===== config.mk =====
export PLATFORM = sky130hd
export DESIGN_NAME = vector_tile_geometry_encoder
export DESIGN_NICKNAME = d
export VERILOG_FILES = /design/src/rtl/vtge_pkg.sv /design/src/rtl/vtge_encode.sv /design/src/rtl/vtge_out_buf.sv /design/src/rtl/vector_tile_geometry_encoder.sv
export VERILOG_INCLUDE_DIRS = /design/src /design/src/rtl
export SDC_FILE = /design/constraint.sdc
export NUM_CORES = 1
export LEC_CHECK = 0
export BUFFER_PORTS_ARGS = -buffer_cell sky130_fd_sc_hd__buf_4
export CORE_UTILIZATION = 45
export CTS_BUF_LIST = sky130_fd_sc_hd__clkbuf_16
export CTS_CLUSTER_SIZE = 10
export DETAILED_ROUTE_END_ITERATION = 10
export HOLD_SLACK_MARGIN = 0.12
export PLACE_DENSITY_LB_ADDON = 0.25
export SLEW_MARGIN = 25
export SYNTH_ARGS = -nofsm -noshare
export SYNTH_HDL_FRONTEND = slang
export SYNTH_SLANG_ARGS = --single-unit

===== constraint.sdc =====
create_clock -name i_clk -period 12.2 [get_ports i_clk]
set_clock_uncertainty 0.15 [all_clocks]
set_input_delay 1.22 -clock i_clk [delete_from_list [all_inputs] [get_ports i_clk]]
set_output_delay 1.22 -clock i_clk [all_outputs]
set_load 0.01 [all_outputs]

===== src/rtl/vector_tile_geometry_encoder_assert.svh =====
// Assertion macros shared by the vector tile geometry encoder RTL.
`ifndef VECTOR_TILE_GEOMETRY_ENCODER_ASSERT_SVH
`define VECTOR_TILE_GEOMETRY_ENCODER_ASSERT_SVH

// When the antecedent holds, the consequent must hold in the same cycle.
`define VTGE_ASSERT_SAME(label, clk, rst_n, ante, cons, msg) \
    label: assert property (@(posedge clk) disable iff (!rst_n) (ante) |-> (cons)) \
        else $error(msg);

// When the antecedent holds, the consequent must hold in the next cycle.
`define VTGE_ASSERT_NEXT(label, clk, rst_n, ante, cons, msg) \
    label: assert property (@(posedge clk) disable iff (!rst_n) (ante) |=> (cons)) \
        else $error(msg);

`endif


===== src/rtl/vtge_pkg.sv =====
// Package with types, constants and helper functions of the geometry encoder.
`default_nettype none
package vtge_pkg;

    localparam int unsigned CoordWidth = 32;
    localparam int unsigned CountWidth = 29;
    localparam int unsigned WordWidth  = 32;
    localparam int unsigned MaxWords   = 4;
    localparam int unsigned WordIdxW   = $clog2(MaxWords);

    localparam logic [2:0] CmdMoveTo    = 3'd1;
    localparam logic [2:0] CmdLineTo    = 3'd2;
    localparam logic [2:0] CmdClosePath = 3'd7;

    typedef enum logic [1:0] {
        KIND_POINT      = 2'd0,
        KIND_MULTIPOINT = 2'd1,
        KIND_LINESTRING = 2'd2,
        KIND_RING       = 2'd3
    } t_geom_kind;

    typedef struct packed {
        logic [CoordWidth-1:0] x_coord;
        logic [CoordWidth-1:0] y_coord;
        t_geom_kind            geom_kind;
        logic                  first_in_geometry;
        logic                  first_in_part;
        logic                  last_in_part;
        logic [CountWidth-1:0] part_count;
    } t_vertex;

    // All words one vertex produces; last_idx is the index of its final word.
    typedef struct packed {
        logic [MaxWords-1:0][WordWidth-1:0] words;
        logic [WordIdxW-1:0]                last_idx;
    } t_word_bundle;

    function automatic logic [WordWidth-1:0] cmd_word(input logic [2:0] id,
                                                      input logic [CountWidth-1:0] cnt);
        cmd_word = {cnt, id};
    endfunction

    function automatic logic [WordWidth-1:0] zigzag(input logic [WordWidth-1:0] v);
        zigzag = {v[WordWidth-2:0], 1'b0} ^ {WordWidth{v[WordWidth-1]}};
    endfunction

endpackage
`default_nettype wire


===== src/rtl/vtge_encode.sv =====
// Cursor register and the word builder for one vertex.
`default_nettype none
module vtge_encode
    import vtge_pkg::*;
(
    input  wire logic         i_clk,
    input  wire logic         i_rst_n,
    input  wire t_vertex      i_vertex,
    input  wire logic         i_load,
    output t_word_bundle      o_bundle
);

    logic [CoordWidth-1:0] r_cur_x, r_cur_y;
    logic [CoordWidth-1:0] n_cur_x, n_cur_y;
    logic [CoordWidth-1:0] base_x, base_y;
    logic [WordWidth-1:0]  zz_x, zz_y;
    logic [CountWidth-1:0] line_cnt;

    always_ff @(posedge i_clk) begin
        if (!i_rst_n) begin
            r_cur_x <= '0;
            r_cur_y <= '0;
        end else begin
            r_cur_x <= n_cur_x;
            r_cur_y <= n_cur_y;
        end
    end

    // The cursor follows every vertex, a ring's closing vertex included.
    assign n_cur_x = i_load ? i_vertex.x_coord : r_cur_x;
    assign n_cur_y = i_load ? i_vertex.y_coord : r_cur_y;

    assign base_x = i_vertex.first_in_geometry ? '0 : r_cur_x;
    assign base_y = i_vertex.first_in_geometry ? '0 : r_cur_y;
    assign zz_x   = zigzag(i_vertex.x_coord - base_x);
    assign zz_y   = zigzag(i_vertex.y_coord - base_y);

    // A short count wraps within the 29 count bits of the command word.
    assign line_cnt = (i_vertex.geom_kind == KIND_RING)
                    ? i_vertex.part_count - CountWidth'(2)
                    : i_vertex.part_count - CountWidth'(1);

    always_comb begin
        o_bundle          = '0;
        o_bundle.words[1] = zz_x;
        o_bundle.words[2] = zz_y;
        if (i_vertex.geom_kind == KIND_POINT) begin
            o_bundle.words[0] = cmd_word(CmdMoveTo, CountWidth'(1));
            o_bundle.last_idx = WordIdxW'(2);
        end else if (i_vertex.first_in_part) begin
            o_bundle.words[0] = (i_vertex.geom_kind == KIND_MULTIPOINT)
                              ? cmd_word(CmdMoveTo, i_vertex.part_count)
                              : cmd_word(CmdMoveTo, CountWidth'(1));
            o_bundle.words[3] = cmd_word(CmdLineTo, line_cnt);
            o_bundle.last_idx = (i_vertex.geom_kind == KIND_MULTIPOINT)
                              ? WordIdxW'(2) : WordIdxW'(3);
        end else if (i_vertex.geom_kind == KIND_RING && i_vertex.last_in_part) begin
            o_bundle.words[0] = cmd_word(CmdClosePath, CountWidth'(1));
            o_bundle.last_idx = WordIdxW'(0);
        end else begin
            o_bundle.words[0] = zz_x;
            o_bundle.words[1] = zz_y;
            o_bundle.last_idx = WordIdxW'(1);
        end
    end

endmodule
`default_nettype wire


===== src/rtl/vtge_out_buf.sv =====
// Result register that holds one vertex's words and sends them one per cycle while m_axis_tready is high.
`default_nettype none
module vtge_out_buf
    import vtge_pkg::*;
(
    input  wire logic                 i_clk,
    input  wire logic                 i_rst_n,
    input  wire t_word_bundle         i_bundle,
    input  wire logic                 i_load,
    output logic                      o_free,
    output logic                      m_axis_tvalid,
    input  wire logic                 m_axis_tready,
    output logic [WordWidth-1:0]      m_axis_tdata,   // [31:0] word
    output logic                      m_axis_tlast    // last_word
);

    t_word_bundle        r_bundle;
    logic                r_valid, n_valid;
    logic [WordIdxW-1:0] r_idx, n_idx;
    logic                take;

    assign take          = r_valid && m_axis_tready;
    assign m_axis_tvalid = r_valid;
    assign m_axis_tdata  = r_bundle.words[r_idx];
    assign m_axis_tlast  = (r_idx == r_bundle.last_idx);
    // Free when empty, or once the final word of the held vertex leaves in this cycle.
    assign o_free        = !r_valid || (take && m_axis_tlast);

    always_comb begin
        n_valid = r_valid;
        n_idx   = r_idx;
        if (i_load) begin
            n_valid = 1'b1;
            n_idx   = '0;
        end else if (take) begin
            n_valid = !m_axis_tlast;
            n_idx   = r_idx + WordIdxW'(1);
        end
    end

    always_ff @(posedge i_clk) begin
        if (!i_rst_n) begin
            r_valid <= 1'b0;
            r_idx   <= '0;
        end else begin
            r_valid <= n_valid;
            r_idx   <= n_idx;
        end
    end

    always_ff @(posedge i_clk) begin
        if (i_load) begin
            r_bundle <= i_bundle;
        end
    end

endmodule
`default_nettype wire


===== src/rtl/vector_tile_geometry_encoder.sv =====
// Top level: vertex input register, word builder and word output buffer.
// A vertex's first word is presented after it passes the input register and is loaded into the output buffer.
// Throughput: one output word per cycle while m_axis_tready is high; a vertex gives one to four
// words (two for an ordinary vertex, up to four at a part start).
// Reset (synchronous, active low) empties both stages and clears the cursor to 0,0.
`default_nettype none
`include "vector_tile_geometry_encoder_assert.svh"
module vector_tile_geometry_encoder
    import vtge_pkg::*;
(
    input  wire logic        i_clk,
    input  wire logic        i_rst_n,
    input  wire logic        s_axis_tvalid,
    output logic             s_axis_tready,
    input  wire logic [95:0] s_axis_tdata,  // [31:0] x_coord, [63:32] y_coord, [92:64] part_count
    input  wire logic [3:0]  s_axis_tuser,  // [1:0] geom_kind, [2] first_in_geometry, [3] first_in_part
    input  wire logic        s_axis_tlast,  // last_in_part
    output logic             m_axis_tvalid,
    input  wire logic        m_axis_tready,
    output logic [31:0]      m_axis_tdata,  // [31:0] word
    output logic             m_axis_tlast   // last_word
);

    t_vertex      r_vertex;
    logic         r_in_valid, n_in_valid;
    logic         in_take, load, out_free;
    t_word_bundle bundle;

    assign in_take       = s_axis_tvalid && s_axis_tready;
    assign load          = r_in_valid && out_free;
    assign s_axis_tready = !r_in_valid || load;
    assign n_in_valid    = in_take || (r_in_valid && !load);

    always_ff @(posedge i_clk) begin
        if (!i_rst_n) begin
            r_in_valid <= 1'b0;
        end else begin
            r_in_valid <= n_in_valid;
        end
    end

    always_ff @(posedge i_clk) begin
        if (in_take) begin
            r_vertex.x_coord           <= s_axis_tdata[31:0];
            r_vertex.y_coord           <= s_axis_tdata[63:32];
            r_vertex.part_count        <= s_axis_tdata[92:64];
            r_vertex.geom_kind         <= t_geom_kind'(s_axis_tuser[1:0]);
            r_vertex.first_in_geometry <= s_axis_tuser[2];
            r_vertex.first_in_part     <= s_axis_tuser[3];
            r_vertex.last_in_part      <= s_axis_tlast;
        end
    end

    vtge_encode u_encode (
        .i_clk    (i_clk),
        .i_rst_n  (i_rst_n),
        .i_vertex (r_vertex),
        .i_load   (load),
        .o_bundle (bundle)
    );

    vtge_out_buf u_out_buf (
        .i_clk         (i_clk),
        .i_rst_n       (i_rst_n),
        .i_bundle      (bundle),
        .i_load        (load),
        .o_free        (out_free),
        .m_axis_tvalid (m_axis_tvalid),
        .m_axis_tready (m_axis_tready),
        .m_axis_tdata  (m_axis_tdata),
        .m_axis_tlast  (m_axis_tlast)
    );

    `VTGE_ASSERT_SAME(a_no_overwrite, i_clk, i_rst_n, load && m_axis_tvalid, m_axis_tready && m_axis_tlast, "words of a vertex overwritten before delivery")
    `VTGE_ASSERT_NEXT(a_held_vertex_kept, i_clk, i_rst_n, r_in_valid && !load, r_in_valid && $stable(r_vertex), "held vertex lost or changed while waiting")
    `VTGE_ASSERT_NEXT(a_load_gives_word, i_clk, i_rst_n, load, m_axis_tvalid, "loaded vertex produced no output transaction")

endmodule
`default_nettype wire


==> reports/summary.md <==
The flow ran to the end, and the final reports show no timing, DRC or antenna violations. Number of remaining DRC errors: 0. The area share of the leading cell type in the synthesized netlist is 0.4200, and the synthesized area is 16160 um2.

The synthesized-area fraction occupied by xor and xnor cells is 0.08417, and the number of detailed-routing iterations run before antenna repair is 5. The part of the Yosys area used for sequential elements was 0.5043. Setup repair after global routing left no endpoint under its margin. Input and output buffers added on the ports amount to 136. Most crowded layer after global routing: met2. 140 I/O pins were placed. Among all stages on the critical path, the largest delay is contributed by xnor2_4.

Sorting the synthesized cells by area gives the leading types as edfxtp_1, dfxtp_1, ha_1, nand2_1, xnor2_1. The worst hold path belongs to the class flop to flop. Once detail routing completed, the nets flagged for antenna violations numbered 0. Dividing the detail-routed wire length by the instance count gives 18.01 um.

By instance count, the cell type seen most on the critical path is buf_4. The cell family with the largest share of critical-path delay is compound AO/OA/AOI/OAI gates. The tools report the total of cells resized after clock tree synthesis as 0. The number of buffers and inverters on the critical path came out at 2.

The clock net in this run drives a total of 294 sinks. Synthesis produced 1422 cells. After clock tree synthesis, the setup repair step added 0 buffers. The most used flip-flop cell after synthesis is edfxtp_1.

The signal on the critical path passes through buf_4 > nand2b_1 > ha_1 > nor2b_1 > o2111ai_1 > a211oi_2 > o21ai_2 > o21ai_4 > a31oi_4 > xnor2_4 > buf_4 > xnor2_1 > mux2_2. The largest single stage delay on the critical path is 0.50 ns. The placer's final routability congestion estimate was 0.8476; the number of CTS-inserted buffers was 36.

After layout, the minimum clock period comes to 4.360 ns. The worst-case IR drop observed on VDD is 0.1061 mV. The fraction of met2 tracks used by global routing was 0.3101; the number of cell instances on the worst register-to-register path was 13. Counting every net in the synthesized netlist gives 1610. After clock tree synthesis, the flow added hold-fix buffers numbering 0. The compound-cell area share of the yosys netlist is 0.1291, and the CTS H-tree depth is 2. TritonCTS built the clock tree. The run gives 0.2027 as the total routing resource utilization after global routing. A synthesized cell averages 11.36 um2. edfxtp_1 takes more of the synthesized area than any other cell. Startpoint of the worst register-to-register path: r_vertex[31]. The tools report the detailed-route via count as 10913. At the worst endpoint, the required time is 12.32 ns. The multiplexer area fraction after synthesis is 0.06373, and the share of layout cells above drive strength 1 is 0.1655. The tools report the number of hold violations in the final report as 0. The portion of the clock cycle consumed by the worst path in the final layout works out to 0.3574. The die is 191.5 um wide.

The final-report max-slew violation count was 0; the flip-flop and latch count after synthesis was 294. After legalization and detailed placement, the total HPWL measured 25420 um. The share of flip-flops with an asynchronous set or reset is 0, and the post-synthesis simple-gate area fraction is 0.1264. The clock tree root buffer cell was clkbuf_16. The number of antenna diodes in the final layout is 0. The logs give 0.5245 for the utilization of the core after routing and 0.2294 GHz for the achievable clock frequency.

The startpoint of the most critical setup path was r_vertex[31]. Clock latency on the worst-skew pair, taken at its later pin, is 0.53 ns. STA classifies the critical path startpoint as a flop. The area growth from synthesis to final layout came out at 15.18%. The tools report the buffer levels on the longest clock path as 3. After synthesis, the largest family of logic cells by area is compound AO/OA/AOI/OAI gates. The critical path runs through a total of 13 cells. The worst-case register-to-register setup slack is 7.84 ns. Adding up every negative setup slack in the final design gives 0 ns. The run gives 0 as the number of antenna violations at the first check in global routing. The number of design-rule violations left by the first detailed-router iteration was 906. The worst setup path is captured at a flop. Setup violations remaining at the end of the flow were counted as 0. Summed over all layers, the global routing overflow is 0.

In this run the worst path has a maximum fanout of 64. Met1 demand-to-capacity share in global routing: 0.3019. The worst-margin pin slew was 1.023 ns; the leakage component of the power was 6.924 nW. Data arrives at the worst endpoint at 4.48 ns. The effective utilization at floorplan was 0.4554; the total wire length was 36600 um. Dividing the detail-routed via count by the number of cells gives 5.371. The tools report the number of nets in the final layout as 1732. The logs give 69 for the cell row count and 35480 um2 for the placeable core region.

The maximum number of pins on one net before global-route repair came out at 102. Clock-pin slew was measured on the worst setup and hold paths at 0.05 ns. Yosys mapped a number of flops with a built-in enable equal to 226. The power per cell area is 145.6 nW/um2, and the die boundary height is 191.5 um. The run gives 0.03213 as the met3 layer usage reported by global route.

The most critical setup path has its endpoint at u_out_buf.r_bundle[48]. The adder-cell share of the synthesized area was 0.06520; the count of maximum capacitance violations was 0. The logs give 0 for the synthesis warning total and 0.3149 for the relative slew slack. The die covers 36670 um2.

By startpoint and endpoint, the worst setup path is classified as flop to flop. The logs give 10528 for the via count of the first global-routing pass and 69 for the number of distinct library cells after synthesis. The worst register-to-register path ends at u_out_buf.r_bundle[48]. The first global-routing pass estimated 57590 um of wire.
[through the flow]
| step | total power (W) | instances | hold WS (ns) | setup WS (ns) | cell area [um2] |
|---|---|---|---|---|---|
| after floorplan | 0.001623 | 1422 | 0.2889 | 6.240 | 16160 |
| after global placement | 0.001772 | 1967 | 0.2961 | 7.654 | 17560 |
| after detailed placement | 0.001783 | 1967 | 0.3043 | 7.598 | 17560 |
| after CTS | 0.002734 | 2032 | 0.3116 | 7.806 | 18610 |
| after global routing | 0.002827 | 2032 | 0.3268 | 7.540 | 18610 |
| final | 0.002709 | 2032 | 0.3086 | 7.840 | 18610 |
[where the power goes]
part           total, W  switching [W]  leakage (nW)  internal (W)
combinational  0.000542       0.000301          3.61      0.000241
sequential      0.00122      0.0000364          2.72       0.00119
clock          0.000944       0.000398         0.587      0.000546
total           0.00271       0.000735          6.92       0.00197
[Yosys cell counts, drive strengths merged, types with 6 or more instances]
library cell,n
edfxtp,226
nand2,215
xnor2,89
ha,81
nand2b,75
a21boi,70
dfxtp,68
a21oi,66
nor2,60
o21ai,60
clkbuf,51
xor2,41
inv,36
mux4,30
a21o,22
mux2,19
a22o,18
nor2b,16
mux2i,14
nor3,14
buf,13
nand3,13
and3,12
o211ai,9
o21bai,9
a211oi,8
and2,8
nor4,8
or3,6
[layer usage]
| layer | vias to the layer above | routed length (um) |
|---|---|---|
| met1 | 5210 | 17730 |
| met3 | 39 | 2161 |
| met4 | 0 | 454 |
| met5 | - | 0 |
| met2 | 281 | 16250 |
| li1 | 5383 | - |
[cell usage in the layout (no fill, tap or decap), drive strengths merged, types with 5 or more instances in the layout]
| cell type | netlist | layout |
|---|---|---|
| edfxtp | 226 | 226 |
| nand2 | 215 | 215 |
| buf | 13 | 148 |
| xnor2 | 89 | 89 |
| ha | 81 | 81 |
| nand2b | 75 | 75 |
| a21boi | 70 | 70 |
| dfxtp | 68 | 68 |
| a21oi | 66 | 66 |
| nor2 | 60 | 60 |
| inv | 36 | 60 |
| o21ai | 60 | 60 |
| xor2 | 41 | 41 |
| clkbuf | 51 | 37 |
| mux4 | 30 | 30 |
| a21o | 22 | 22 |
| mux2 | 19 | 19 |
| a22o | 18 | 18 |
| nor2b | 16 | 16 |
| mux2i | 14 | 14 |
| nor3 | 14 | 14 |
| nand3 | 13 | 13 |
| and3 | 12 | 12 |
| o211ai | 9 | 9 |
| o21bai | 9 | 9 |
| nor4 | 8 | 8 |
| and2 | 8 | 8 |
| a211oi | 8 | 8 |
| or3 | 6 | 6 |
| nand4 | 5 | 5 |
| xnor3 | 5 | 5 |
| a2111oi | 5 | 5 |
[registers in the layout, indices dropped and copies added (netlist names)]
signal and count:
u_encode.r_cur_y 32, u_out_buf.r_bundle 128, r_vertex 98, u_encode.r_cur_x 32, u_out_buf.m_axis_tvalid 1, r_in_valid 1, u_out_buf.r_idx 2
[logic make-up (layout without fill, tap and decap cells)]
family          Yosys count  in the layout
simple gates            440            440
mux                      63             63
xor+xnor                138            138
flops                   294            294
fa+ha+maj                83             83
buf+inv                 100            249
compound gates          304            304
[worst min-delay path: stages, from the launching register on]
cell and delay, ns:
dfxtp_1 0.30, nand2_1 0.04, a21boi_0 0.06
[final cells by class]
class / instances / area, um2
Fill cell: 3064 / 16870
Clock buffer: 37 / 925.9
Multi-Input combinational cell: 1028 / 7585
Sequential cell: 294 / 8149
Tap cell: 461 / 576.8
Clock inverter: 28 / 118.9
Inverter: 36 / 140.1
Timing Repair Buffer: 148 / 1115
[worst min path at each step]
stage,start,end,slack (ns),cells past startpoint
2_1_floorplan,u_encode.r_cur_x[0],u_encode.r_cur_x[0],0.29,2
3_3_place_gp,u_encode.r_cur_x[31],u_encode.r_cur_x[31],0.30,2
3_5_place_dp,u_encode.r_cur_x[31],u_encode.r_cur_x[31],0.30,2
4_1_cts,u_encode.r_cur_x[31],u_encode.r_cur_x[31],0.31,2
5_1_grt,u_encode.r_cur_x[31],u_encode.r_cur_x[31],0.33,2
6_report,u_encode.r_cur_y[31],u_encode.r_cur_y[31],0.31,2
Power figures use the tool's default switching activity.
